## config.mk

```make
export PLATFORM = sky130hd
export DESIGN_NAME = svp_front
export DESIGN_NICKNAME = d
export VERILOG_FILES = /design/src/rtl/svp_pkg.sv /design/src/rtl/svp_front.sv
export SDC_FILE = /design/constraint.sdc
export NUM_CORES = 1
export LEC_CHECK = 0
export CORE_UTILIZATION = 50
export CTS_CLUSTER_SIZE = 14
export DETAILED_ROUTE_END_ITERATION = 7
export DONT_BUFFER_PORTS = 1
export GPL_TIMING_DRIVEN = 0
export PLACE_DENSITY = 0.71
export SLEW_MARGIN = 20
export SYNTH_ARGS = -nofsm -noshare
export SYNTH_HDL_FRONTEND = slang
export SYNTH_SLANG_ARGS = --single-unit
```

## constraint.sdc

```tcl
create_clock -name clk -period 0.8 [get_ports clk]
set_clock_uncertainty 0.05 [all_clocks]
set_input_delay 0.16 -clock clk [delete_from_list [all_inputs] [get_ports clk]]
set_output_delay 0.16 -clock clk [all_outputs]
set_load 0.1 [all_outputs]
```

## src/rtl/svp_pkg.sv

```systemverilog
`default_nettype none
// ----------------------------------------------------------------------------
// svp_pkg
// Shared constants, codes and types of the smooth velocity profile unit.
// ----------------------------------------------------------------------------
package svp_pkg;

    localparam int FRAC_BITS = 16;
    localparam int DATA_W    = 32;
    // dividend of the setup divisions: a 32-bit value shifted up by at most FRAC_BITS + 1
    localparam int NUM_W     = DATA_W + FRAC_BITS + 1;
    // room for tm = q + x and for 2*tm - x
    localparam int LIM_W     = NUM_W + 2;
    // ramp divisor x * 2^FRAC_BITS
    localparam int DEN_W     = NUM_W + FRAC_BITS;
    localparam int SQ_W      = 2 * DATA_W;
    localparam int PROD_W    = 3 * DATA_W;
    localparam int CNT_W     = $clog2(NUM_W + 1);
    localparam int IDX_W     = 2;

    localparam logic [IDX_W-1:0] REG_DIST = 2'd0;
    localparam logic [IDX_W-1:0] REG_ACC  = 2'd1;
    localparam logic [IDX_W-1:0] REG_VEL  = 2'd2;

    localparam logic [2:0] PH_IDLE   = 3'd0;
    localparam logic [2:0] PH_RISE1  = 3'd1;
    localparam logic [2:0] PH_RISE2  = 3'd2;
    localparam logic [2:0] PH_CRUISE = 3'd3;
    localparam logic [2:0] PH_FALL1  = 3'd4;
    localparam logic [2:0] PH_FALL2  = 3'd5;
    localparam logic [2:0] PH_DONE   = 3'd6;

    localparam logic [1:0] KIND_DIRECT = 2'd0;
    localparam logic [1:0] KIND_RAMP   = 2'd1;
    localparam logic [1:0] KIND_SUB    = 2'd2;

    localparam logic [DATA_W-1:0] ONE_VAL = DATA_W'(1) << FRAC_BITS;
    localparam logic [DATA_W-1:0] MAX_VAL = '1;

    typedef struct packed {
        logic [NUM_W-1:0] x;
        logic [NUM_W-1:0] q;
        logic [LIM_W-1:0] tm;
        logic [LIM_W-1:0] lim4;
    } svp_limits_t;

    typedef struct packed {
        logic [2:0]        phase;
        logic              err;
        logic [1:0]        kind;
        logic [DATA_W-1:0] dt;
        logic [DATA_W-1:0] direct;
    } svp_item_t;

    typedef struct packed {
        logic [2:0]        phase;
        logic              err;
        logic [1:0]        kind;
        logic [DATA_W-1:0] direct;
    } svp_meta_t;

endpackage
`default_nettype wire

```

## src/rtl/svp_front.sv

```systemverilog
`default_nettype none
// ----------------------------------------------------------------------------
// svp_front
// Takes a time point and sorts it into its profile phase, working out the
// time offset that the ramp arithmetic needs.
// ----------------------------------------------------------------------------
module svp_front (
    input  wire logic                              clk,
    input  wire logic                              rst_n,
    input  wire logic                              take,
    input  wire logic signed [svp_pkg::DATA_W-1:0] time_point,
    input  wire logic [svp_pkg::DATA_W-1:0]        acc,
    input  wire logic [svp_pkg::DATA_W-1:0]        vel,
    input  wire svp_pkg::svp_limits_t              lim,
    output logic                                   item_valid,
    output svp_pkg::svp_item_t                     item
);
    import svp_pkg::*;

    svp_item_t        item_reg, item_next;
    logic             valid_reg;
    logic [LIM_W-1:0] tw, t2, x_l, q_l;
    logic             nonpos;

    assign tw     = LIM_W'(time_point[DATA_W-2:0]);
    assign t2     = tw << 1;
    assign x_l    = LIM_W'(lim.x);
    assign q_l    = LIM_W'(lim.q);
    assign nonpos = time_point[DATA_W-1] || (time_point == '0);

    always_comb
    begin
        item_next.phase  = PH_IDLE;
        item_next.err    = 1'b0;
        item_next.kind   = KIND_DIRECT;
        item_next.dt     = time_point[DATA_W-1:0];
        item_next.direct = '0;
        if (acc == '0 || vel == '0)
            item_next.err = 1'b1;
        else if (nonpos)
            item_next.phase = PH_IDLE;
        else if (t2 <= x_l)
        begin
            item_next.phase = PH_RISE1;
            item_next.kind  = KIND_RAMP;
        end
        else if (tw <= x_l)
        begin
            item_next.phase = PH_RISE2;
            item_next.kind  = KIND_SUB;
            item_next.dt    = DATA_W'(x_l - tw);
        end
        else if (tw <= q_l)
        begin
            item_next.phase  = PH_CRUISE;
            item_next.direct = vel;
        end
        else if (t2 <= lim.lim4)
        begin
            item_next.phase = PH_FALL1;
            item_next.kind  = KIND_SUB;
            item_next.dt    = DATA_W'(tw - q_l);
        end
        else if (tw <= lim.tm)
        begin
            item_next.phase = PH_FALL2;
            item_next.kind  = KIND_RAMP;
            item_next.dt    = DATA_W'(lim.tm - tw);
        end
        else
            item_next.phase = PH_DONE;
    end

    always_ff @(posedge clk or negedge rst_n)
    begin
        if (!rst_n)
            valid_reg <= 1'b0;
        else
            valid_reg <= take;
    end

    always_ff @(posedge clk)
    begin
        if (take)
            item_reg <= item_next;
    end

    assign item_valid = valid_reg;
    assign item       = item_reg;

endmodule
`default_nettype wire

```

# Word level (Yosys, flattened, before mapping)
# Index checks and enable logic that the tools add are counted.
[word_totals]
register_bits = 71
wordCells = 43
inputBits = 299
output_inout_bits = 71
[classes]
magnitude_cmp = 5
bitwise = 1
reduce_logical = 9
mux = 16
addsub = 3
[op_table]
columns = ["operator", "count"]
rows = [
  ["$mux W64", 3],
  ["$mux W34", 3],
  ["$le A31 B49 Y1", 2],
  ["$logic_not A32 Y1", 3],
  ["$mux W32", 2],
  ["$sub A32 B31 Y32", 2],
  ["$le A31 B51 Y1", 1],
  ["$le A32 B51 Y1", 1],
  ["$le A32 B49 Y1", 1],
  ["$mux W33", 1],
  ["$sub A31 B32 Y32", 1],
  ["$reduce_or A5 Y1", 2],
  ["$mux W2", 4],
  ["$mux W1", 3],
  ["$reduce_or A3 Y1", 1],
  ["$logic_or A1 B1 Y1", 2],
  ["$reduce_or A2 Y1", 1],
  ["$not A1 Y1", 1],
]

# Longest topological paths before layout
[depth]
word_depth = 8
depth_mapped = 15
depth_no_buf = 14

# Worst setup path after synthesis
# OpenSTA, ideal clock, no wires.
[synth_timing]
kind = "input port to flip-flop"
start = "input port time_point[0] in the netlist's numbering"
end = "register item_reg, in the netlist item[62] (data pin)"
setup_ps = 264
t_arrival_ps = 2538
t_required_ps = 486
slack_ps = -2053
cell_stages = 14
n_path_buf = 0
path_cell_list = "inv_1 > ha_1 > inv_1 > fa_1 > a211oi_1 > o21ai_1 > a211oi_1 > nor2_1 > a21oi_2 > o221ai_1 > a211oi_1 > xnor2_1 > mux2i_1 > o21ai_0"
[synth_lines]
columns = ["element", "line", "rtl"]
rows = [
  ["from (decl)", "svp_front.sv:11", "input wire logic signed [svp_pkg::DATA_W-1:0] time_point,"],
  ["to (signal assigned)", "svp_front.sv:85", "item_reg <= item_next;"],
  ["to (decl)", "svp_front.sv:20", "svp_item_t item_reg, item_next;"],
]

==> flow_summary.json <==
{
  "cts_tree": "yes",
  "cts_root_buf": "clkbuf_16",
  "synth_top_flop_cell": "edfxtp_1",
  "overflow": 0,
  "place_hpwl_mm": 39.66,
  "multiInputGateArea_um2": 11010,
  "internal_power_w": 0.01073,
  "place_ws_ps": -3766,
  "vias": 13180,
  "fin_util": 0.7005,
  "hold_class": "in -> reg",
  "cp.required_ps": 830,
  "pwr-share-comb": 0.452,
  "htree_levels": 3,
  "yosys_register_bits": 71,
  "drc_errors": 0,
  "syn_area_per_cell_um2": 7.928,
  "ant_nets": 0,
  "maxCapViolCount": 0,
  "ys_types": 86,
  "final_common_cell": "ha_1",
  "first_global_vias": 13090,
  "cpMostUsedCell": "buf_6",
  "worstPathArrival_ps": 2800,
  "routed_via_density": 6.554,
  "tightest_slew_ps": 1012,
  "fp.dieArea_um2": 24860,
  "drive_above_1_share": 0.2883,
  "yosysTopAreaCell": "ha_1",
  "synthToLayoutAreaGrowth_pct": 36.53,
  "boundaryPins": 370,
  "seq_area_frac_synth": 0.1756,
  "core_area_um2": 23610,
  "hold_viol": 75,
  "p_seq_frac": 0.321,
  "path_cells": "clkinvlp_4, ha_4, buf_6, and3_4, nand4_1, nor3_4, a21oi_4, a21boi_4, a41oi_4, nor2b_4, buf_6, a21o_4, o22ai_4, a21o_1",
  "largest_reg_flops": 70,
  "synth_warnings": 0,
  "grt_pass1_wl_mm": 76.49,
  "top_usage_layer": "met2",
  "synthTopCellsByArea": "ha_1 22%, edfxtp_1 17%, a21oi_1 6.3%",
  "wl_per_cell_um": 26.08,
  "cp-end-kind": "flip-flop",
  "portBuffers": 0,
  "slew_viol_final": 0,
  "cts_buffers": 9,
  "rsz0062_at_grt": "true",
  "die_width_um": 157.7,
  "slew_headroom": 0.3266,
  "synth_top_area_frac": 0.2241,
  "grt_util_met3": 0.1021,
  "worst-path-max-fanout": 7,
  "use_met1": 0.4832,
  "grt_start_max_net_pins": 72,
  "status": "finished with violations",
  "place_area_um2": 13390,
  "ys_async_sr_fraction": 0.01408,
  "fin_area_um2": 16540,
  "fillers": 1922,
  "fin_nets": 2196,
  "whs_ps": -163.1,
  "setup_tns_ps": -172670,
  "clk_pin_slew_ps": 60,
  "fmax_mhz": 362.1,
  "drtIter0Drc": 1215,
  "syn_area_um2": 12110,
  "use_met2": 0.6885,
  "slowest_delay_ps": 350,
  "setup_viol": 141,
  "syn-num-nets": 2047,
  "switchingPower_w": 0.008596,
  "clock_path_buffers": 2,
  "syn-instance-count": 1528,
  "die_h_um": 157.7,
  "num_rows": 56,
  "peakVddDrop_uv": 1104,
  "timing.setup.critical_path_class": "in -> reg",
  "violations": "hold timing, setup timing",
  "p_clk_frac": 0.228,
  "start_util": 0.5130,
  "final.min_clock_period_ps": 2762,
  "fin_ws_ps": -1962,
  "synth_edf_count": 70,
  "cp_slowest_cell": "nor3_4",
  "power.density_nw_per_um2": 1168,
  "cts.sinks": 71,
  "firstDrtPassIters": 5,
  "grt_usage": 0.4147,
  "place.gp.congestion": 0.9894,
  "post-route-period-util": 3.452,
  "layout_common_cells": "157 x ha_1, 143 x inv_1, 125 x a21oi_1, 82 x buf_4, 75 x nand2_1",
  "antenna_found_initial": 7,
  "ff_latch_area_um2": 2131,
  "start_kind": "input port",
  "drt_wl_total_mm": 52.44,
  "leakagePower_nw": 7.032,
  "p_sw_frac": 0.4448,
  "total_power_w": 0.01933
}
==> kinds of logic after synthesis <==
kind of cell	after synthesis	synth area share
xor+xnor	82	0.05929
buf+inv	232	0.07891
simple gates	417	0.1813
fa+ha+maj	220	0.2291
compound gates	502	0.2726
mux	4	0.003305
flops	71	0.1756
==> power groups by stage <==
stage / Sequential, W / Clock, W / Combinational, W
after floorplan: 0.00622 / 0 / 0.00546
after global placement: 0.00626 / 0 / 0.00697
after detailed placement: 0.00627 / 0 / 0.00702
after CTS: 0.00619 / 0.00436 / 0.00817
after global routing: 0.00622 / 0.00451 / 0.00942
final: 0.00619 / 0.00440 / 0.00873
==> cell usage after synthesis (16+ instances only) <==
library cell / instances
ha_1: 217
inv_1: 184
a21oi_1: 152
nand2_1: 81
nor2_1: 71
edfxtp_1: 70
a21o_1: 65
o21ai_0: 60
xnor2_1: 56
nor4_1: 45
nand3_1: 40
and2_1: 39
nand4_1: 32
o22ai_1: 29
nor3_1: 28
xor2_1: 26
buf_2: 23
o21a_1: 20
a31oi_1: 18
nand2b_1: 17
o21ai_1: 16
==> worst paths after layout <==
path,end,cells past startpoint,from
min in group asynchronous,item_valid,2,rst_n
worst min-delay path,item_valid,0,take
worst max-delay path,item[52],14,time_point[6]
max in group asynchronous,item_valid,2,rst_n
==> area by class of cell <==
cell class / count / share of cell area
inverter: 185 / 0.04985
buffer: 41 / 0.02534
antenna: 10 / 0.001513
multi-input combinational: 1225 / 0.6658
tap: 319 / 0.02413
clock buffer: 9 / 0.01362
sequential: 71 / 0.1288
timing repair buffer: 144 / 0.08579
clock inverter: 7 / 0.005144
==> layer usage <==
layer | wire [µm] | up-vias
met3 | 5092 | 192
met1 | 19510 | 6287
met4 | 3395 | 2
met5 | 10 | -
met2 | 24440 | 765
li1 | - | 5935
==> worst max-delay path, delay by kind of cell <==
family / cells / cell delay [ps]
compound gates: 6 / 1020
fa+ha+maj: 1 / 310
buf+inv: 3 / 330
simple gates: 4 / 970
==> per-stage QoR <==
stage | hold slack (ps) | cells
final | -163.1 | 2011
after global routing | -183.1 | 2009
after CTS | -187.1 | 1988
after detailed placement | -185.5 | 1847
after global placement | -185.5 | 1847
after floorplan | -185.6 | 1528
==> what timing repair did <==
action | CTS | global route
resized for setup | 269 | 62
buffers inserted | 93 | 13
gates cloned | 7 | 0
setup endpoints to repair | 141 | 141
endpoints found under the hold margin | 107 | 77
hold buffers | 30 | 3
pin swaps | 111 | 44
Note: power is estimated with default switching activity, not from simulation.
