<file path="src/rtl/svp_pkg.sv">
`default_nettype none
// ----------------------------------------------------------------------------
// svp_pkg
// Shared constants, codes and types of the smooth velocity profile unit.
// ----------------------------------------------------------------------------
package svp_pkg;

    localparam int FRAC_BITS = 16;
    localparam int DATA_W    = 32;
    // dividend of the setup divisions: a 32-bit value shifted up by at most FRAC_BITS + 1
    localparam int NUM_W     = DATA_W + FRAC_BITS + 1;
    // room for tm = q + x and for 2*tm - x
    localparam int LIM_W     = NUM_W + 2;
    // ramp divisor x * 2^FRAC_BITS
    localparam int DEN_W     = NUM_W + FRAC_BITS;
    localparam int SQ_W      = 2 * DATA_W;
    localparam int PROD_W    = 3 * DATA_W;
    localparam int CNT_W     = $clog2(NUM_W + 1);
    localparam int IDX_W     = 2;

    localparam logic [IDX_W-1:0] REG_DIST = 2'd0;
    localparam logic [IDX_W-1:0] REG_ACC  = 2'd1;
    localparam logic [IDX_W-1:0] REG_VEL  = 2'd2;

    localparam logic [2:0] PH_IDLE   = 3'd0;
    localparam logic [2:0] PH_RISE1  = 3'd1;
    localparam logic [2:0] PH_RISE2  = 3'd2;
    localparam logic [2:0] PH_CRUISE = 3'd3;
    localparam logic [2:0] PH_FALL1  = 3'd4;
    localparam logic [2:0] PH_FALL2  = 3'd5;
    localparam logic [2:0] PH_DONE   = 3'd6;

    localparam logic [1:0] KIND_DIRECT = 2'd0;
    localparam logic [1:0] KIND_RAMP   = 2'd1;
    localparam logic [1:0] KIND_SUB    = 2'd2;

    localparam logic [DATA_W-1:0] ONE_VAL = DATA_W'(1) << FRAC_BITS;
    localparam logic [DATA_W-1:0] MAX_VAL = '1;

    typedef struct packed {
        logic [NUM_W-1:0] x;
        logic [NUM_W-1:0] q;
        logic [LIM_W-1:0] tm;
        logic [LIM_W-1:0] lim4;
    } svp_limits_t;

    typedef struct packed {
        logic [2:0]        phase;
        logic              err;
        logic [1:0]        kind;
        logic [DATA_W-1:0] dt;
        logic [DATA_W-1:0] direct;
    } svp_item_t;

    typedef struct packed {
        logic [2:0]        phase;
        logic              err;
        logic [1:0]        kind;
        logic [DATA_W-1:0] direct;
    } svp_meta_t;

endpackage
`default_nettype wire

</file>
<file path="src/rtl/svp_setup.sv">
`default_nettype none
// ----------------------------------------------------------------------------
// svp_setup
// Configuration registers and a serial divider that derives the ramp time,
// the cruise end and the ramp-down limits after every register write.
// ----------------------------------------------------------------------------
module svp_setup (
    input  wire logic                       clk,
    input  wire logic                       rst_n,
    input  wire logic                       cfg_we,
    input  wire logic [svp_pkg::IDX_W-1:0]  cfg_index,
    input  wire logic [svp_pkg::DATA_W-1:0] cfg_data,
    output logic [svp_pkg::DATA_W-1:0]      acc,
    output logic [svp_pkg::DATA_W-1:0]      vel,
    output svp_pkg::svp_limits_t            lim,
    output logic                            busy
);
    import svp_pkg::*;

    localparam logic [2:0] S_IDLE  = 3'd0;
    localparam logic [2:0] S_LOAD  = 3'd1;
    localparam logic [2:0] S_DIV_X = 3'd2;
    localparam logic [2:0] S_DIV_Q = 3'd3;
    localparam logic [2:0] S_SUM   = 3'd4;
    localparam logic [2:0] S_LIM   = 3'd5;

    logic [DATA_W-1:0] dist_reg, acc_reg, vel_reg;
    logic [2:0]        state_reg, state_next;
    logic [NUM_W-1:0]  work_reg, work_next;
    logic [DATA_W-1:0] rem_reg, rem_next;
    logic [CNT_W-1:0]  cnt_reg, cnt_next;
    logic [NUM_W-1:0]  x_reg, x_next, q_reg, q_next;
    logic [LIM_W-1:0]  tm_reg, tm_next, lim4_reg, lim4_next;
    logic [DATA_W-1:0] divisor;
    logic [DATA_W:0]   rem_sh, rem_diff;
    logic              ge;
    logic              last;

    always_ff @(posedge clk or negedge rst_n)
    begin
        if (!rst_n)
        begin
            dist_reg <= ONE_VAL;
            acc_reg  <= ONE_VAL;
            vel_reg  <= ONE_VAL;
        end
        else if (cfg_we)
        begin
            case (cfg_index)
                REG_DIST: dist_reg <= cfg_data;
                REG_ACC:  acc_reg  <= cfg_data;
                REG_VEL:  vel_reg  <= cfg_data;
                default:  ;
            endcase
        end
    end

    assign divisor  = (state_reg == S_DIV_X) ? acc_reg : vel_reg;
    assign rem_sh   = {rem_reg, work_reg[NUM_W-1]};
    assign ge       = rem_sh >= {1'b0, divisor};
    assign rem_diff = rem_sh - {1'b0, divisor};
    assign last     = cnt_reg == CNT_W'(NUM_W - 1);

    always_comb
    begin
        state_next = state_reg;
        work_next  = work_reg;
        rem_next   = rem_reg;
        cnt_next   = cnt_reg;
        x_next     = x_reg;
        q_next     = q_reg;
        tm_next    = tm_reg;
        lim4_next  = lim4_reg;
        case (state_reg)
            S_IDLE: ;
            S_LOAD:
            begin
                work_next  = {vel_reg, (FRAC_BITS + 1)'(0)};
                rem_next   = '0;
                cnt_next   = '0;
                state_next = S_DIV_X;
            end
            S_DIV_X, S_DIV_Q:
            begin
                // one quotient bit per cycle, restoring
                work_next = {work_reg[NUM_W-2:0], ge};
                rem_next  = ge ? rem_diff[DATA_W-1:0] : rem_sh[DATA_W-1:0];
                cnt_next  = cnt_reg + CNT_W'(1);
                if (last)
                begin
                    rem_next = '0;
                    cnt_next = '0;
                    if (state_reg == S_DIV_X)
                    begin
                        x_next     = work_next;
                        work_next  = {1'b0, dist_reg, FRAC_BITS'(0)};
                        state_next = S_DIV_Q;
                    end
                    else
                    begin
                        q_next     = work_next;
                        state_next = S_SUM;
                    end
                end
            end
            S_SUM:
            begin
                tm_next    = LIM_W'(x_reg) + LIM_W'(q_reg);
                state_next = S_LIM;
            end
            S_LIM:
            begin
                lim4_next  = (tm_reg << 1) - LIM_W'(x_reg);
                state_next = S_IDLE;
            end
            default: state_next = S_IDLE;
        endcase
        if (cfg_we)
            state_next = S_LOAD;
    end

    always_ff @(posedge clk or negedge rst_n)
    begin
        if (!rst_n)
        begin
            state_reg <= S_IDLE;
            cnt_reg   <= '0;
            x_reg     <= NUM_W'(2) << FRAC_BITS;
            q_reg     <= NUM_W'(1) << FRAC_BITS;
            tm_reg    <= LIM_W'(3) << FRAC_BITS;
            lim4_reg  <= LIM_W'(4) << FRAC_BITS;
        end
        else
        begin
            state_reg <= state_next;
            cnt_reg   <= cnt_next;
            x_reg     <= x_next;
            q_reg     <= q_next;
            tm_reg    <= tm_next;
            lim4_reg  <= lim4_next;
        end
    end

    always_ff @(posedge clk)
    begin
        work_reg <= work_next;
        rem_reg  <= rem_next;
    end

    assign acc      = acc_reg;
    assign vel      = vel_reg;
    assign lim.x    = x_reg;
    assign lim.q    = q_reg;
    assign lim.tm   = tm_reg;
    assign lim.lim4 = lim4_reg;
    assign busy     = state_reg != S_IDLE;

    a_write_busy: assert property (@(posedge clk) disable iff (!rst_n)
        cfg_we |=> busy)
        else $error("setup not busy after a register write");

endmodule
`default_nettype wire

</file>
<file path="config.mk">
export PLATFORM = sky130hd
export DESIGN_NAME = svp_setup
export DESIGN_NICKNAME = d
export VERILOG_FILES = /design/src/rtl/svp_pkg.sv /design/src/rtl/svp_setup.sv
export SDC_FILE = /design/constraint.sdc
export NUM_CORES = 1
export LEC_CHECK = 0
export BUFFER_PORTS_ARGS = -buffer_cell sky130_fd_sc_hd__buf_2
export CAP_MARGIN = 20
export CORE_ASPECT_RATIO = 1.25
export CORE_MARGIN = 4
export CORE_UTILIZATION = 25
export CTS_CLUSTER_DIAMETER = 40
export CTS_CLUSTER_SIZE = 40
export DETAILED_ROUTE_END_ITERATION = 10
export GPL_ROUTABILITY_DRIVEN = 0
export SETUP_SLACK_MARGIN = 0.5
export SYNTH_ARGS = -nofsm -noshare
export SYNTH_HDL_FRONTEND = slang
export SYNTH_SLANG_ARGS = --single-unit
</file>
<file path="constraint.sdc">
create_clock -name clk -period 5.75 [get_ports clk]
set_clock_uncertainty 0.05 [all_clocks]
set_input_delay 1.15 -clock clk [delete_from_list [all_inputs] [get_ports clk]]
set_output_delay 1.15 -clock clk [all_outputs]
set_load 0.01 [all_outputs]
</file>
Word level (Yosys, flattened, before mapping)
Index checks and enable logic that the tools add are counted.
{"block": "word_totals", "regBits": 386, "latch_bits": 0, "mem_bits_rw": 0, "rom_bits": 0, "in_bits": 37, "output_inout_bits": 265, "wordCells": 51, "n_memories": 0}
{"block": "op_classes", "n_addsub": 4, "mul": 0, "n_div": 0, "order_cmp": 1, "eq_ne": 10, "shifts": 0, "n_mux": 13, "bitwise": 1, "n_reduce_logical": 11}
{"cell": "$mux 49", "n": 2}
{"cell": "$pmux 49 s2", "n": 1}
{"cell": "$mux 32", "n": 3}
{"cell": "$pmux 32 s2", "n": 1}
{"cell": "$sub 51x49->51", "n": 1}
{"cell": "$add 49x49->50", "n": 1}
{"cell": "$ge 33x32->1", "n": 1}
{"cell": "$sub 32x32->32", "n": 1}
{"cell": "$pmux 3 s4", "n": 1}
{"cell": "$pmux 6 s2", "n": 1}
{"cell": "$mux 3", "n": 3}
{"cell": "$reduce_and 2->1", "n": 4}
{"cell": "$add 6x1->6 const B", "n": 1}
{"cell": "$eq 3x2->1 const B", "n": 2}
{"cell": "$eq 3x3->1 const B", "n": 2}
{"cell": "$eq 6x6->1 const B", "n": 1}
{"cell": "$mux 6", "n": 1}
{"cell": "$reduce_and 3->1", "n": 2}
{"cell": "$eq 3x1->1 const B", "n": 1}
{"cell": "$logic_not 3->1", "n": 1}
{"cell": "$ne 3x3->1 const B", "n": 1}
{"cell": "$reduce_bool 3->1", "n": 1}
{"cell": "$eq 2x1->1 const B", "n": 1}
{"cell": "$eq 2x2->1 const B", "n": 1}
{"cell": "other kinds (5)", "n": 5}

Longest topological paths before layout
{"block": "logic_depth", "word_depth": 6, "mapped_depth": 19, "depth_no_buf": 16}

Worst setup path before layout
No wires, ideal clock.
{"block": "synth_path", "kind": "register -> register", "from": "reg state_reg[2]", "to": "reg work_reg[0], data pin", "setup_time_ns": 0.255, "arrival_ns": 4.061, "required_time_ns": 5.445, "slack_ns": 1.384, "path_stages_with_launch": 18, "path_buffers": 4, "synth_period_minus_slack_ns": 4.366, "path_cell_list": "dfrtp_1 > nand2b_1 > clkbuf_1 > nor2_1 > clkbuf_1 > mux2i_1 > ha_1 > nor2b_1 > o31a_1 > o31a_1 > o21ai_1 > nor2_1 > o41a_1 > o21ai_1 > nand2_1 > buf_2 > buf_2 > and2_1"}
{"block": "synth_via", "elab_chain_cells": 6, "word_cells_on_any_way": 9, "cone_classes": "order compare: 1; eq/ne: 3; mux: 4; reduce/logical: 1"}
{"element": "start: declaration", "line_no": "svp_setup.sv:28", "rtl": "logic [2:0] state_reg, state_next;"}
{"element": "start signal: assignment", "line_no": "svp_setup.sv:135", "rtl": "state_reg <= state_next;"}
{"element": "$eq 3x2->1", "line_no": "svp_setup.sv:58, svp_setup.sv:74, svp_setup.sv:93"}
{"element": "$mux 32", "line_no": "svp_setup.sv:58", "rtl": "assign divisor = (state_reg == S_DIV_X) ? acc_reg : vel_reg;"}
{"element": "$ge 33x32->1", "line_no": "svp_setup.sv:60", "rtl": "assign ge = rem_sh >= {1'b0, divisor};"}
{"element": "$mux 49", "line_no": "svp_setup.sv:93", "rtl": "if (state_reg == S_DIV_X)"}
{"element": "$mux 49", "line_no": "svp_setup.sv:89", "rtl": "if (last)"}
{"element": "$pmux 49 s2 *", "line_no": "svp_setup.sv:74", "rtl": "case (state_reg)"}
{"element": "end signal: assignment", "line_no": "svp_setup.sv:146", "rtl": "work_reg <= work_next;"}
{"element": "end: declaration", "line_no": "svp_setup.sv:29", "rtl": "logic [NUM_W-1:0] work_reg, work_next;"}
Mark *: on every way between the ends. The rest lies on a longest branch, timed or not.
A chain may end at the register's enable or synchronous reset.

Worst setup path in the final report
{"block": "layout_path", "from": "reg state_reg[2]", "to": "reg rem_reg[23], data pin"}
{"block": "layout_via", "elab_chain_cells": 6, "word_cells_on_any_way": 10, "cone_classes": "add/sub: 1; order compare: 1; eq/ne: 3; mux: 4; reduce/logical: 1"}
{"element": "$eq 3x2->1", "line_no": "svp_setup.sv:58, svp_setup.sv:74"}
{"element": "$mux 32", "line_no": "svp_setup.sv:58"}
{"element": "$sub 32x32->32 or $ge 33x32->1 (tied branches)", "line_no": "svp_setup.sv:61, svp_setup.sv:60"}
{"element": "$mux 32", "line_no": "svp_setup.sv:87", "rtl": "rem_next = ge ? rem_diff[DATA_W-1:0] : rem_sh[DATA_W-1:0];"}
{"element": "$mux 32", "line_no": "svp_setup.sv:89"}
{"element": "$pmux 32 s2 *", "line_no": "svp_setup.sv:74"}
{"element": "end signal: assignment", "line_no": "svp_setup.sv:147", "rtl": "rem_reg <= rem_next;"}
{"element": "end: declaration", "line_no": "svp_setup.sv:30", "rtl": "logic [DATA_W-1:0] rem_reg, rem_next;"}
Marks and branches as above.

==> results.py <==
metrics = {
    "status": {
        "status": "complete, no violations",
    },
    "place": {
        "port_buffers": 300,
        "dp.cells": 3599,
        "hpwl_um": 59820,
    },
    "detailed_routing": {
        "dr.pass1.iters": 5,
        "ant_nets": 0,
        "vias": 17992,
        "drc": 0,
        "viasPerCell": 4.813,
        "routed_wl_um": 76810,
        "wl_per_cell_um": 20.55,
        "drtIter0Drc": 1083,
    },
    "min_path": {
        "min_path_type": "reg2reg",
        "hp-start": "lim4_reg[40]",
    },
    "floorplan": {
        "die_area_um2": 93990,
        "num_rows": 122,
        "die_width_um": 275.0,
        "coreArea_um2": 88530,
        "initial_core_util_pct": 25.17,
        "io-pin-count": 302,
        "die_y_um": 341.8,
    },
    "cells_and_area": {
        "final_cells": 3738,
        "nNetsFinal": 2668,
        "final_cell_mix": "299 x buf_2, 296 x dfrtp_1, 269 x nand2_1, 237 x o21ai_0, 144 x mux2_2",
        "largest_register_ffs": 51,
        "drive_gt1_share_pct": 24.43,
        "areaGrowthSynthToFinish_pct": 23.97,
        "n_fill_cell": 9224,
        "final_common_cell": "buf_2",
    },
    "critical_path": {
        "critPathMaxFanout": 37,
        "startpoint_type": "flip-flop",
        "crit_path_end_kind": "flip-flop",
        "critPathKind": "reg2reg",
        "crit_start": "state_reg[2]",
        "worstReg2RegStart": "state_reg[2]",
        "cp.required_ns": 6.02,
        "cp_data_arrival_time_ns": 4.84,
    },
    "synthesis": {
        "synth-seq-cells": 385,
        "synth_edf_count": 81,
        "synth_mux_area_share_pct": 11.28,
        "yosys.area_share.simple_pct": 11.28,
        "yosysTopAreaCell": "dfrtp_1",
        "synthTopCellsByArea": "dfrtp_1 33%, edfxtp_1 11%, ha_1 7.4%",
        "ys_types": 78,
        "syn_area_um2": 22280,
        "synth_fp_nets": 2390,
        "synthFlopType": "dfrtp_1",
        "synth_compound_area_share_pct": 16.83,
        "async_flop_share_pct": 78.96,
        "synth_top_family_by_area": "compound AO/OA/AOI/OAI gates",
        "synth_top_area_share_pct": 33.25,
        "synthesis.instances": 2219,
        "synthXorXnorAreaFrac_pct": 4.599,
        "ys_warn_count": 0,
        "synth-adder-area-share_pct": 7.626,
        "ys_seq_area_share_pct": 45.11,
        "synth.avg_cell_area_um2": 10.04,
    },
    "global_route": {
        "grt_pass1_vias": 18090,
        "antenna_found_initial": 2,
        "grt_use_met3_pct": 5.056,
        "grt_pass1_wl_um": 113800,
        "grt-ovfl-total": 0,
        "grt_max_degree": 113,
        "global_route.usage.met2_pct": 26.84,
        "grtUsageTotal_pct": 15.93,
        "grt_busiest_layer": "met2",
        "use_met1_pct": 19.28,
    },
    "job": {
        "maxCapViolations": 0,
    },
    "clock_network": {
        "ctsResizeCount": 0,
        "cts_num_sinks": 385,
        "cts_buffers": 74,
        "clk_latency_ns": 0.63,
        "clk_pin_slew_ns": 0.05,
        "cts_max_path_buffers": 3,
        "postCtsHoldBufs": 0,
        "root_buffer": "clkbuf_16",
        "post_cts_buffers": 0,
        "cts_tree": "yes",
        "h-tree-depth": 3,
    },
    "timing": {
        "period_share_pct": 79.45,
        "rsz0062_at_grt": "no",
        "maxSlewHeadroom_pct": 25.48,
        "finalCriticalPeriod_ns": 4.568,
        "hold_viol_final": 0,
        "worst_pin_slew_ns": 1.090,
        "slew_viol_final": 0,
        "max_freq_ghz": 0.2189,
        "fin_tns_setup_ns": 0,
        "finalSetupViolations": 0,
    },
    "pwr": {
        "combinationalPowerShare_pct": 21.8,
        "cellLeakagePower_nw": 13.05,
        "vdd_drop_max_uv": 337.3,
        "p_sw_mw": 3.222,
        "p_int_mw": 7.012,
        "seqPwrFrac_pct": 34.2,
        "total_power_mw": 10.23,
        "power_density_nw_per_um2": 370.5,
        "switching_share_pct": 31.49,
        "p_clk_share_pct": 44.1,
    },
}
## kinds of logic after synthesis
kind of cell / after synthesis
adder cells (fa/ha/maj): 134
multiplexers: 233
AND/OR/NAND/NOR: 551
AO/OA/AOI/OAI: 607
flip-flops: 385
buffers and inverters: 191
XOR/XNOR: 117
other: 1
## worst max-delay path, cell delays in order (launching register included)
cell and delay (ns):
dfrtp_1 0.43, nand2b_2 0.23, nor2_4 0.14, buf_4 0.46, mux2i_1 0.41, ha_1 0.38, and4_1 0.27, and2_1 0.18
nand3_1 0.09, nor2_1 0.06, o41a_1 0.41, o21ai_1 0.31, nand2_2 0.11, buf_4 0.32, nand2_1 0.23, o22ai_1 0.12
## stage by stage
| step | utilization (%) | worst slack, ns | instance area (µm²) | hold WS (ns) |
|---|---|---|---|---|
| global placement | 28.25 | 1.359 | 25010 | 0.4066 |
| detailed placement | 28.25 | 1.219 | 25010 | 0.4155 |
| global route | 31.19 | 0.9147 | 27620 | 0.4494 |
| CTS | 31.19 | 1.221 | 27620 | 0.4252 |
| floorplan | - | 1.384 | 22280 | 0.4103 |
| finish | 31.20 | 1.182 | 27620 | 0.4188 |
## routing by layer
metal / vias to the layer above / share of wire [%]
li1: 8584 / -
met5: - / 0
met3: 109 / 8.3
met2: 507 / 47
met1: 8792 / 41
met4: 0 / 3.0
## final timing paths
kind	slack (ns)	cells after the start	endpoint
worst min-delay path	0.42	2	lim4_reg[40]
max in group asynchronous	3.80	2	dist_reg[24]
worst max register to register	1.18	15	rem_reg[23]
worst max-delay path	1.18	15	rem_reg[23]
min in group asynchronous	0.55	1	q_reg[10]
worst min register to register	0.42	2	lim4_reg[40]
## Yosys cell counts, types with 4 or more instances
cell and instances:
dfrtp_1 296, nand2_1 271, o21ai_0 237, mux2_2 144, ha_1 131, a21oi_1 127
clkbuf_1 102, nor2_1 100, mux2i_1 89, a21o_1 81, edfxtp_1 81, inv_1 76
xnor2_1 64, xor2_1 53, nand4_1 39, nand3_1 30, and2_1 21, o21a_1 19
a31oi_1 17, and3_1 16, nor3_1 16, o21bai_1 15, a211oi_1 14, nand2b_1 14
o211ai_1 14, nor2b_1 13, o21ai_1 9, and4_1 8, dfstp_2 8, buf_1 7
o22ai_1 6, o31ai_1 6, buf_2 5, o31a_1 5, a2111oi_0 4, a21boi_0 4
nand3b_1 4, or3_1 4
## power groups by stage
stage | Combinational (mW) | Clock (mW) | Sequential, mW
after global routing | 2.49 | 4.72 | 3.53
after global placement | 2.17 | 0 | 3.54
after CTS | 2.23 | 4.60 | 3.50
final | 2.23 | 4.51 | 3.50
after detailed placement | 2.22 | 0 | 3.53
after floorplan | 1.65 | 0 | 3.41
## area by class of cell
class / count / area (µm²) / area share (%)
repair buffers: 317 / 1664 / 6.025
well taps: 1178 / 1474 / 5.336
multi-input cells: 1643 / 11540 / 41.77
diodes: 2 / 5.005 / 0.01812
clock inverters: 48 / 571.8 / 2.070
flip-flops and latches: 385 / 10050 / 36.38
inverters: 76 / 286.5 / 1.037
clock buffers: 89 / 2033 / 7.361
Note: power is estimated with default switching activity, not from simulation.
