<file path="config.mk">
export PLATFORM = sky130hd
export DESIGN_NAME = svp_queue
export DESIGN_NICKNAME = d
export VERILOG_FILES = /design/src/rtl/svp_pkg.sv /design/src/rtl/svp_queue.sv
export SDC_FILE = /design/constraint.sdc
export NUM_CORES = 1
export LEC_CHECK = 0
export ABC_AREA = 1
export BUFFER_PORTS_ARGS = -buffer_cell sky130_fd_sc_hd__buf_2
export CORE_UTILIZATION = 49
export DETAILED_ROUTE_END_ITERATION = 10
export PLACE_DENSITY = 0.75
export SLEW_MARGIN = 25
export SYNTH_ARGS = -nofsm -noshare
export SYNTH_HDL_FRONTEND = slang
export SYNTH_SLANG_ARGS = --single-unit
</file>
<file path="constraint.sdc">
create_clock -name clk -period 9.01 [get_ports clk]
set_input_delay 0.901 -clock clk [delete_from_list [all_inputs] [get_ports clk]]
set_output_delay 0.901 -clock clk [all_outputs]
set_load 0.01 [all_outputs]
</file>
<file path="src/rtl/svp_pkg.sv">
`default_nettype none
// ----------------------------------------------------------------------------
// svp_pkg
// Shared constants, codes and types of the smooth velocity profile unit.
// ----------------------------------------------------------------------------
package svp_pkg;

    localparam int FRAC_BITS = 16;
    localparam int DATA_W    = 32;
    // dividend of the setup divisions: a 32-bit value shifted up by at most FRAC_BITS + 1
    localparam int NUM_W     = DATA_W + FRAC_BITS + 1;
    // room for tm = q + x and for 2*tm - x
    localparam int LIM_W     = NUM_W + 2;
    // ramp divisor x * 2^FRAC_BITS
    localparam int DEN_W     = NUM_W + FRAC_BITS;
    localparam int SQ_W      = 2 * DATA_W;
    localparam int PROD_W    = 3 * DATA_W;
    localparam int CNT_W     = $clog2(NUM_W + 1);
    localparam int IDX_W     = 2;

    localparam logic [IDX_W-1:0] REG_DIST = 2'd0;
    localparam logic [IDX_W-1:0] REG_ACC  = 2'd1;
    localparam logic [IDX_W-1:0] REG_VEL  = 2'd2;

    localparam logic [2:0] PH_IDLE   = 3'd0;
    localparam logic [2:0] PH_RISE1  = 3'd1;
    localparam logic [2:0] PH_RISE2  = 3'd2;
    localparam logic [2:0] PH_CRUISE = 3'd3;
    localparam logic [2:0] PH_FALL1  = 3'd4;
    localparam logic [2:0] PH_FALL2  = 3'd5;
    localparam logic [2:0] PH_DONE   = 3'd6;

    localparam logic [1:0] KIND_DIRECT = 2'd0;
    localparam logic [1:0] KIND_RAMP   = 2'd1;
    localparam logic [1:0] KIND_SUB    = 2'd2;

    localparam logic [DATA_W-1:0] ONE_VAL = DATA_W'(1) << FRAC_BITS;
    localparam logic [DATA_W-1:0] MAX_VAL = '1;

    typedef struct packed {
        logic [NUM_W-1:0] x;
        logic [NUM_W-1:0] q;
        logic [LIM_W-1:0] tm;
        logic [LIM_W-1:0] lim4;
    } svp_limits_t;

    typedef struct packed {
        logic [2:0]        phase;
        logic              err;
        logic [1:0]        kind;
        logic [DATA_W-1:0] dt;
        logic [DATA_W-1:0] direct;
    } svp_item_t;

    typedef struct packed {
        logic [2:0]        phase;
        logic              err;
        logic [1:0]        kind;
        logic [DATA_W-1:0] direct;
    } svp_meta_t;

endpackage
`default_nettype wire

</file>
<file path="src/rtl/svp_queue.sv">
`default_nettype none
// ----------------------------------------------------------------------------
// svp_queue
// Two-entry queue between the classifier and the arithmetic pipeline.
// ----------------------------------------------------------------------------
module svp_queue (
    input  wire logic               clk,
    input  wire logic               rst_n,
    input  wire logic               push,
    input  wire svp_pkg::svp_item_t push_item,
    output logic                    pop,
    output svp_pkg::svp_item_t      pop_item
);
    import svp_pkg::*;

    svp_item_t  entry_reg [0:1];
    logic       wr_ptr_reg, rd_ptr_reg;
    logic [1:0] count_reg, count_next;

    // the back end never stalls, so the head leaves as soon as it is there
    assign pop        = count_reg != 2'd0;
    assign pop_item   = entry_reg[rd_ptr_reg];
    assign count_next = count_reg + {1'b0, push} - {1'b0, pop};

    always_ff @(posedge clk or negedge rst_n)
    begin
        if (!rst_n)
        begin
            wr_ptr_reg <= 1'b0;
            rd_ptr_reg <= 1'b0;
            count_reg  <= 2'd0;
        end
        else
        begin
            if (push)
                wr_ptr_reg <= !wr_ptr_reg;
            if (pop)
                rd_ptr_reg <= !rd_ptr_reg;
            count_reg <= count_next;
        end
    end

    always_ff @(posedge clk)
    begin
        if (push)
            entry_reg[wr_ptr_reg] <= push_item;
    end

    a_no_overflow: assert property (@(posedge clk) disable iff (!rst_n)
        push |-> count_reg != 2'd2)
        else $error("transfer into a full queue");

endmodule
`default_nettype wire

</file>
Word level (Yosys, flattened, before mapping)
Memory sizes are Yosys's and may differ from the RTL's.
Cells that the tools add are included.

word-level totals
  memories = 1
  word-level logic and storage cells = 11
  input bits = 73
  register bits after elaboration = 4
  output and inout bits = 71
  bits in writable memories = 140

memory list
  name       depth  bits a word  rd ports  clocked after Yosys merged registers in  write ports  RTL line         text
  entry_reg  2      70           1         0                                        1            svp_queue.sv:16  svp_item_t entry_reg [0:1];

cells by class
  multiplexer cells = 2
  add/subtract/negate cells = 2
  reduce and logical (&&, ||, !) cells = 3

operators by type and width
  kind                                         count
  2-bit by 1-bit adder with 2-bit output       1
  1-bit zero test                              2
  1-bit two-way mux                            2
  2-bit nonzero test                           1
  2-bit by 1-bit subtractor with 2-bit output  1

Longest topological paths before layout
Gate-level depths: netlist of the first run.

  depth in word-level cells = 2
  depth in mapped cells = 5
  mapped depth without buffers = 5

Worst setup path before layout of the first run
No wires, ideal clock.

  path type = input-to-reg
  start point = input port push
  end point = memory entry_reg[0][0] in the netlist's numbering, enable pin
  library setup time = 0.500 ns
  data required time = 8.510 ns
  slack = 4.634 ns
  stages = 2
  buffers on the path = 0
  data arrival time = 3.875 ns
  cells stage by stage = inv_1 -> nor2_1

on the way
  word-level cells in the longest chain between the ends = 2

ends and longest elaborated chain
  what                                     RTL line         text
  from (decl)                              svp_queue.sv:9   input wire logic push,
  1-bit two-way mux                        svp_queue.sv:45  if (push)
  1-bit two-way mux (implied by the code)  svp_queue.sv:46  entry_reg[wr_ptr_reg] <= push_item;
  to (decl)                                svp_queue.sv:16

No other way between the ends.

==> impl_metrics.ini, run 1 <==
[run_status]
outcome = complete, no violations

[placement]
place.gp.congestion = 0.737
place_hpwl_um = 5630
portBuffers = 143

[route]
final_antenna_net_count = 0
wl_per_cell_um = 13.6
drc = 0
wl_met1_um = 3730
dr.pass1.iters = 4
wl_met2_um = 4780
vias = 3260
wl_met3_um = 692
viasPerCell = 4.75
topRoutingLayerUsed = met4
drt-total-wl_um = 9360
drt_iter0_drc = 178

[clock_network]
htreeDepth = 4
clk_pin_slew_ns = 0.06
numCtsBuffers = 17
ctsLongestPathBuffers = 2
clk_latency_ns = 0.51
post_cts_buffers = 0
ctsHoldBuffers = 0
cts_root_buf = clkbuf_8
cts_tree = done
cts_sinks = 144
ctsResizeCount = 0

[grt]
grt_max_degree = 72
gr-total-overflow = 0
grt_pass1_wl_um = 14600
grt_usage_pct = 17.5
antenna_found_initial = 0
grt_pass1_vias = 3139

[timing]
maxSlewViolCount = 0
finClkSkew_ns = 0.00537
rsz0062_at_grt = false
hold_viol = 0
fin_crit_ns = 3.30
tightestPinTransition_ns = 0.949
period_share_pct = 36.7
setup_viol = 0
holdWs_ns = 0.193
fin_tns_setup_ns = 0
max_slew_margin_pct = 36.7
clock.fmax_mhz = 303

[synth]
avgSynthCellArea_sq_um = 13.7
synth_seq_cells = 144
syn_inst = 387
netlist_area_sq_um = 5310
synth_top_area_share_pct = 79.2
yosysUniqueCellTypes = 13
yosysSeqAreaShare_pct = 81.1
yosys_warnings = 0
yosysTopAreaCell = edfxtp_1
synth.area.top_cells = edfxtp_1, nand2_1, dfrtp_1
synth_nets = 461

[cells_and_area]
num_antenna_cells = 0
area_growth_pct = 26.0
fin_nets = 611
largest_reg_flops = 140
drive_gt1_share_pct = 32.7

[power_and_ir_drop]
p_leak_uw = 0.00291
vdd.ir_drop.worst_uv = 149
p_per_area_nw_per_um2 = 284

[setup_path]
crit_path_cell_trace = buf_4 > inv_6 > nand2_1 > nand2_1 > buf_2
reg2reg_to = rd_ptr_reg$_DFFE_PN0P_
crit_path_end = pop_item[38]
crit_path_end_kind = output pin
crit_path_start = rd_ptr_reg$_DFFE_PN0P_
rrSetupSlack_ns = 7.09
ff2ff_path_depth = 4
cp_max_fo = 71
critPathRequiredTime_ns = 8.11
r2r_start = rd_ptr_reg$_DFFE_PN0P_
start_kind = flop
cp.arrival_ns = 2.40
path_class = reg2out
cp_slowest_stage_delay_ns = 0.57
cp_common_cell = nand2_1
slowest_stage = dfrtp_2

[floorplan]
die_y_um = 106
core_area_sq_um = 10400
num_rows = 37
io_pins = 144
start_util_pct = 50.9
die-area_sq_um = 11200
die_w_um = 106

[hold_path]
hold_class = in2async

[flow_run]
cap_violations = 0
-- layout by cell type, fill, tap and decap left out, types with 2 or more instances in the layout --
cell,netlist,final
buf_2,7,143
nor2_1,3,2
edfxtp_1,140,140
clkbuf_16,0,16
clkinv_2,0,3
clkinvlp_4,0,3
inv_1,4,3
nand2_1,216,216
inv_6,1,2
dfrtp_1,4,3
bufinv_16,0,3
buf_4,1,3
clkinv_4,0,3
-- synthesized netlist by cell type --
cell type and n:
nand2_1 216, edfxtp_1 140, o21ai_0 1, ha_1 1
xor2_1 1, buf_4 1, nor2_1 3, nand3b_1 1
inv_6 1, buf_6 7, inv_1 4, buf_2 7
dfrtp_1 4
-- cell families (layout without fill, tap and decap cells) --
group / Yosys count / in the layout / share of synthesized area (%)
buffers and inverters: 20 / 183 / 2.74
AO/OA/AOI/OAI: 1 / 1 / 0.0942
AND/OR/NAND/NOR: 220 / 220 / 15.6
flip-flops: 144 / 144 / 81.1
adder cells (fa/ha/maj): 1 / 1 / 0.236
XOR/XNOR: 1 / 1 / 0.165
-- where the power goes --
group	internal [uW]	leakage [uW]	switching, uW
Combinational	97.4	0.00127	209
Clock	420	0.000279	253
Sequential	886	0.00136	31.5
-- metal layers --
layer | up-vias | track usage [%]
met2 | 124 | 29.3
met1 | 1514 | 20.6
met4 | 0 | 8.53
met3 | 13 | 5.40
li1 | 1609 | -
met5 | - | 0
-- through the flow --
step | total power [uW] | std cells | setup WS (ns) | util (%) | cell area [sq um]
after floorplan | 1120 | 387 | 4.63 | - | 5310
after global placement | 1240 | 654 | 6.22 | 58.6 | 6100
after detailed placement | 1250 | 654 | 6.21 | 58.6 | 6100
after CTS | 1920 | 686 | 5.65 | 64.2 | 6690
after global routing | 1990 | 686 | 5.49 | 64.2 | 6690
final | 1900 | 686 | 5.71 | 64.2 | 6690
-- worst max-delay path, delay by kind of cell (launching register included) --
family                 cells  cell delay [ns]
buffers and inverters      3             1.03
AND/OR/NAND/NOR            2             0.21
flip-flops                 1             0.57
-- layout make-up --
cell class	instances	area [sq um]
Multi-Input combinational cell	223	863
Clock buffer	18	418
Tap cell	136	170
Timing Repair Buffer	146	738
Clock inverter	14	166
Inverter	5	23.8
Fill cell	806	3730
Sequential cell	144	4310
-- worst min-delay path by stage --
stage               cells after the start                endpoint  slack (ns)
floorplan                               1  wr_ptr_reg$_DFFE_PN0P_        0.46
global placement                        1  wr_ptr_reg$_DFFE_PN0P_        0.53
detailed placement                      1  wr_ptr_reg$_DFFE_PN0P_        0.54
CTS                                     1  count_reg[1]$_DFF_PN0_        0.17
global route                            1  count_reg[1]$_DFF_PN0_        0.18
finish                                  1  count_reg[1]$_DFF_PN0_        0.19
(Power assumes the default switching activity.)
==> inputs of run 2 (changes only) <==
--- a/config.mk
+++ b/config.mk
@@ -5,7 +5,7 @@
 export SDC_FILE = /design/constraint.sdc
 export NUM_CORES = 1
 export LEC_CHECK = 0
-export ABC_AREA = 1
+export ABC_AREA = 0
 export BUFFER_PORTS_ARGS = -buffer_cell sky130_fd_sc_hd__buf_2
 export CORE_UTILIZATION = 49
 export DETAILED_ROUTE_END_ITERATION = 10
==> constraint.sdc (replaced) <==
create_clock -name clk -period 3.1 [get_ports clk]
set_input_delay 0.31 -clock clk [delete_from_list [all_inputs] [get_ports clk]]
set_output_delay 0.31 -clock clk [all_outputs]
set_load 0.01 [all_outputs]
==> impl_metrics.ini, run 2 <==
[power_and_ir_drop]
clockPowerShare_pct = 29.7
p_leak_uw = 0.00284
comb_power_share_pct = 27.6
p_int_uw = 4750
power_frac_seq_pct = 42.7
vdd.ir_drop.worst_uv = 576
power.switching_uw = 1770
power_switching_share_pct = 27.1
p_per_area_nw_per_um2 = 935

[synth]
yosysMostFrequentCell = edfxtp_1
yosys_warnings = 0
yosysTopAreaCell = edfxtp_1
synth_nets = 305
synth_top_area_share_pct = 75.5
synthArstFlopShare_pct = 2.78
yosysUniqueCellTypes = 13
syn_inst = 231
synth-main-ff-cell = edfxtp_1
yosysSeqAreaShare_pct = 77.3
synth.area.top_cells = edfxtp_1, mux2_4, buf_12
avgSynthCellArea_sq_um = 24.1
netlist_area_sq_um = 5570
synth.top_cells.by_count = edfxtp_1, mux2_4, buf_12
synth-edff-count = 140
synth_seq_cells = 144

[timing]
maxSlewViolCount = 0
clock.fmax_mhz = 405
fin_ws_ns = 0.633
setup_viol = 0
tightestPinTransition_ns = 0.984
rsz0062_at_grt = false
fin_crit_ns = 2.47
fin_tns_setup_ns = 0
finClkSkew_ns = 0.00519
period_share_pct = 79.6
max_slew_margin_pct = 34.4
holdWs_ns = 0.0845
hold_viol = 0

[floorplan]
num_rows = 38
start_util_pct = 50.9
io_pins = 144
die_y_um = 109
die-area_sq_um = 11800
core_area_sq_um = 10900
die_w_um = 109

[route]
vias = 2655
drt-total-wl_um = 8990
drc = 0
wl_per_cell_um = 16.5
viasPerCell = 4.88
drt_iter0_drc = 107
final_antenna_net_count = 0
dr.pass1.iters = 4

[clock_network]
cts_root_buf = clkbuf_16
clk_pin_slew_ns = 0.06
cts_tree = done
post_cts_buffers = 0
ctsLongestPathBuffers = 2
cts_sinks = 144
ctsHoldBuffers = 1
numCtsBuffers = 17
clk_latency_ns = 0.41
ctsResizeCount = 0
htreeDepth = 4

[setup_path]
critPathRequiredTime_ns = 2.79
path_class = reg2out
start_kind = flop
cp_max_fo = 33
rrSetupSlack_ns = 1.42
crit_path_end_kind = output pin
cp.arrival_ns = 2.16

[grt]
grt_pass1_wl_um = 13200
grt_max_degree = 71
grt_usage_pct = 15.8
gr-usage-met3_pct = 6.52
antenna_found_initial = 0
grt_use_met2_pct = 25.7
busiest_layer = met2
grt_pass1_vias = 2645
gr-total-overflow = 0
met1_usage_pct = 18.9

[run_status]
outcome = complete, no violations

[cells_and_area]
area_growth_pct = 25.1
final_common_cell = buf_2
drive_gt1_share_pct = 62.4
num_antenna_cells = 0
multi_input_area_sq_um = 1120
fin_nets = 465
seq_area_sq_um = 4310
largest_reg_flops = 140
fillers = 759
final_cell_mix = buf_2, edfxtp_1, mux2_4

[flow_run]
cap_violations = 0

[placement]
post-place-ws_ns = 1.05
place.gp.congestion = 0.698
place_hpwl_um = 5900
portBuffers = 143

[hold_path]
hold_class = in2reg
-- run 2: cell count changes in the layout (fill, tap and decap cells not counted), moves of 2 or more --
cell	delta
nand2_1	-215
inv_1	-3
buf_12	+2
clkinvlp_4	+2
nor2_1	-2
mux2_4	+69
-- run 2: worst max-delay path: stages (launching register included) --
cell	delay, ns
dfrtp_4	0.81
buf_4	0.44
mux2_4	0.33
buf_2	0.14
-- run 2: per-layer routing --
metal	wire length, um	vias up
met5	0	-
met4	123	0
met3	683	12
met2	4460	99
met1	3720	1308
li1	-	1236
-- run 2: through the flow --
step	area [sq um]	power (uW)	cells	util [%]
detailed placement	6390	4660	511	58.4
CTS	6970	6600	544	63.7
floorplan	5570	4210	231	-
finish	6970	6520	544	63.7
global placement	6390	4620	511	58.4
global route	6970	6820	544	63.7
-- run 2: cells by family (layout without fill, tap and decap cells) --
logic type                 after synthesis  count (layout)  share of synthesized area, %
DFF                                    144             144                          77.3
muxes                                   70              70                          18.8
xor gates and xnor gates                 3               3                         0.472
and+or+nand+nor                          5               5                         0.517
adders and majority gates                1               1                         0.225
buffers and inverters                    8             181                          2.72
-- run 2: final timing paths --
kind / from / end / depth (start not counted)
worst min register to register: wr_ptr_reg$_DFFE_PN0P_ / wr_ptr_reg$_DFFE_PN0P_ / 1
worst max-delay path: rd_ptr_reg$_DFFE_PN0P_ / pop_item[61] / 3
worst max register to register: wr_ptr_reg$_DFFE_PN0P_ / entry_reg[1][29]$_DFFE_PP_ / 1
worst min-delay path: push_item[27] / entry_reg[0][27]$_DFFE_PP_ / 1
min in group asynchronous: rst_n / count_reg[0]$_DFF_PN0_ / 2
max in group asynchronous: rst_n / rd_ptr_reg$_DFFE_PN0P_ / 2
-- run 2: layout make-up --
class	instances	area share, %
well taps	140	2.51
clock buffers	18	6.16
clock inverters	14	2.05
repair buffers	149	11.3
multi-input cells	79	16.1
flip-flops and latches	144	61.8
-- run 2: power groups by stage --
stage / combinational [uW] / clock [uW] / sequential (uW)
after floorplan: 1520 / 0 / 2700
after global placement: 1810 / 0 / 2810
after detailed placement: 1820 / 0 / 2830
after CTS: 1830 / 1970 / 2800
after global routing: 1930 / 2060 / 2820
final: 1800 / 1940 / 2780
==> inputs of run 3 (changes only) <==
==> constraint.sdc (replaced) <==
create_clock -name clk -period 2.4 [get_ports clk]
set_input_delay 0.24 -clock clk [delete_from_list [all_inputs] [get_ports clk]]
set_output_delay 0.24 -clock clk [all_outputs]
set_load 0.01 [all_outputs]
==> impl_metrics.ini, run 3 (synthesis gave the netlist of run 2 again) <==
[run_status]
outcome = complete, no violations

[placement]
place_hpwl_um = 5670
portBuffers = 143
placed_cell_area_sq_um = 6420
place.gp.congestion = 0.642

[route]
drt-total-wl_um = 8690
final_antenna_net_count = 0
drc = 0
wl_per_cell_um = 16.0
dr.pass1.iters = 6
viasPerCell = 4.87
drt_iter0_drc = 67
vias = 2647

[grt]
grt_max_degree = 49
grt_pass1_wl_um = 13000
grt_usage_pct = 15.4
antenna_found_initial = 0
grt_pass1_vias = 2704
gr-total-overflow = 0

[clock_network]
htreeDepth = 4
cts_sinks = 144
clk_pin_slew_ns = 0.06
ctsLongestPathBuffers = 2
cts_tree = done
post_cts_buffers = 0
cts_root_buf = clkbuf_16
numCtsBuffers = 17
ctsHoldBuffers = 1
clk_latency_ns = 0.40
ctsResizeCount = 0

[power_and_ir_drop]
power.switching_uw = 2240
p_int_uw = 6260
comb_power_share_pct = 29.7
vdd.ir_drop.worst_uv = 573
p_leak_uw = 0.00285
p_per_area_nw_per_um2 = 1210
power_frac_seq_pct = 40.6
power_switching_share_pct = 26.4
clockPowerShare_pct = 29.7

[timing]
maxSlewViolCount = 0
fin_tns_setup_ns = 0
setup_viol = 0
tightestPinTransition_ns = 0.477
finClkSkew_ns = 0.0129
rsz0062_at_grt = false
clock.fmax_mhz = 530
max_slew_margin_pct = 68.2
hold_viol = 0
period_share_pct = 78.6
fin_crit_ns = 1.89

[setup_path]
crit_path_end_kind = output pin
rrSetupSlack_ns = 0.90
critPathRequiredTime_ns = 2.16
cp_slowest_stage_delay_ns = 0.44
r2r_start = wr_ptr_reg$_DFFE_PN0P_
crit_path_cell_trace = buf_12 > mux2_4 > buf_2
cp_max_fo = 39
crit_path_start = rd_ptr_reg$_DFFE_PN0P_
start_kind = flop
cp.arrival_ns = 1.65
slowest_stage = dfrtp_4
path_class = reg2out

[cells_and_area]
final_common_cell = buf_2
fin_nets = 467
fillers = 780
area_growth_pct = 25.9
largest_reg_flops = 140
final_cell_mix = buf_2, edfxtp_1, mux2_4
num_antenna_cells = 0
final_area_sq_um = 7010
multi_input_area_sq_um = 1120
seq_area_sq_um = 4310
drive_gt1_share_pct = 61.6

[floorplan]
die_w_um = 109
num_rows = 38
die-area_sq_um = 11800
start_util_pct = 50.9
io_pins = 144
core_area_sq_um = 10900
die_y_um = 109

[hold_path]
hp-start = push_item[63]
hold_class = in2reg

[flow_run]
cap_violations = 0
## run 3: cell count changes in the layout (fill, tap and decap cells not counted)
| cell | change |
|---|---|
| buf_12 | +2 |
| buf_4 | -1 |
| bufinv_16 | +1 |
| clkbuf_1 | -1 |
| clkinv_1 | +3 |
| clkinv_2 | -2 |
| clkinv_4 | -2 |
| dlygate4sd3_1 | +1 |
| inv_6 | -1 |
## run 3: metrics by stage
stage | power [uW] | std cells | hold slack [ns] | util (%) | worst slack [ns]
floorplan | 5430 | 231 | -0.0556 | - | 0.514
detailed placement | 6070 | 512 | 0.0509 | 58.7 | 0.880
CTS | 8610 | 543 | 0.00465 | 64.0 | 0.493
global route | 8870 | 544 | 0.000725 | 64.1 | 0.463
global placement | 6020 | 512 | 0.0473 | 58.7 | 0.912
finish | 8500 | 544 | 0.0187 | 64.1 | 0.513
## run 3: power by group through the flow
stage               clock network, uW  registers, uW  logic (uW)
finish                           2520           3450        2520
CTS                              2580           3460        2570
floorplan                           0           3470        1960
global route                     2680           3490        2700
detailed placement                  0           3510        2560
global placement                    0           3480        2550
## run 3: worst paths after layout
kind,endpoint,depth (start not counted)
max in group asynchronous,rd_ptr_reg$_DFFE_PN0P_,2
min in group asynchronous,count_reg[1]$_DFF_PN0_,2
setup reg to reg,entry_reg[1][65]$_DFFE_PP_,2
setup / recovery,pop_item[8],3
hold / removal,entry_reg[1][63]$_DFFE_PP_,1
hold reg to reg,wr_ptr_reg$_DFFE_PN0P_,1
## run 3: per-layer routing
layer  vias to the layer above  part of all wire [%]  global-route usage [%]
met3                         7                   7.5                    5.38
met5                         -                     0                       0
met2                       106                    50                    25.3
met1                      1294                    42                    18.1
met4                         0                   1.1                    7.82
li1                       1240                     -                       -
## run 3: layout make-up
type | instances | share of cell area, %
flip-flops and latches | 144 | 61.4
clock buffers | 17 | 6.07
well taps | 140 | 2.50
multi-input cells | 79 | 16.0
clock inverters | 13 | 2.11
repair buffers | 151 | 11.8
## run 3: worst max-delay path, delay by kind of cell, from the launching register on
kind	cells	cell delay (ns)
buffers and inverters	2	0.43
DFF	1	0.44
muxes	1	0.35
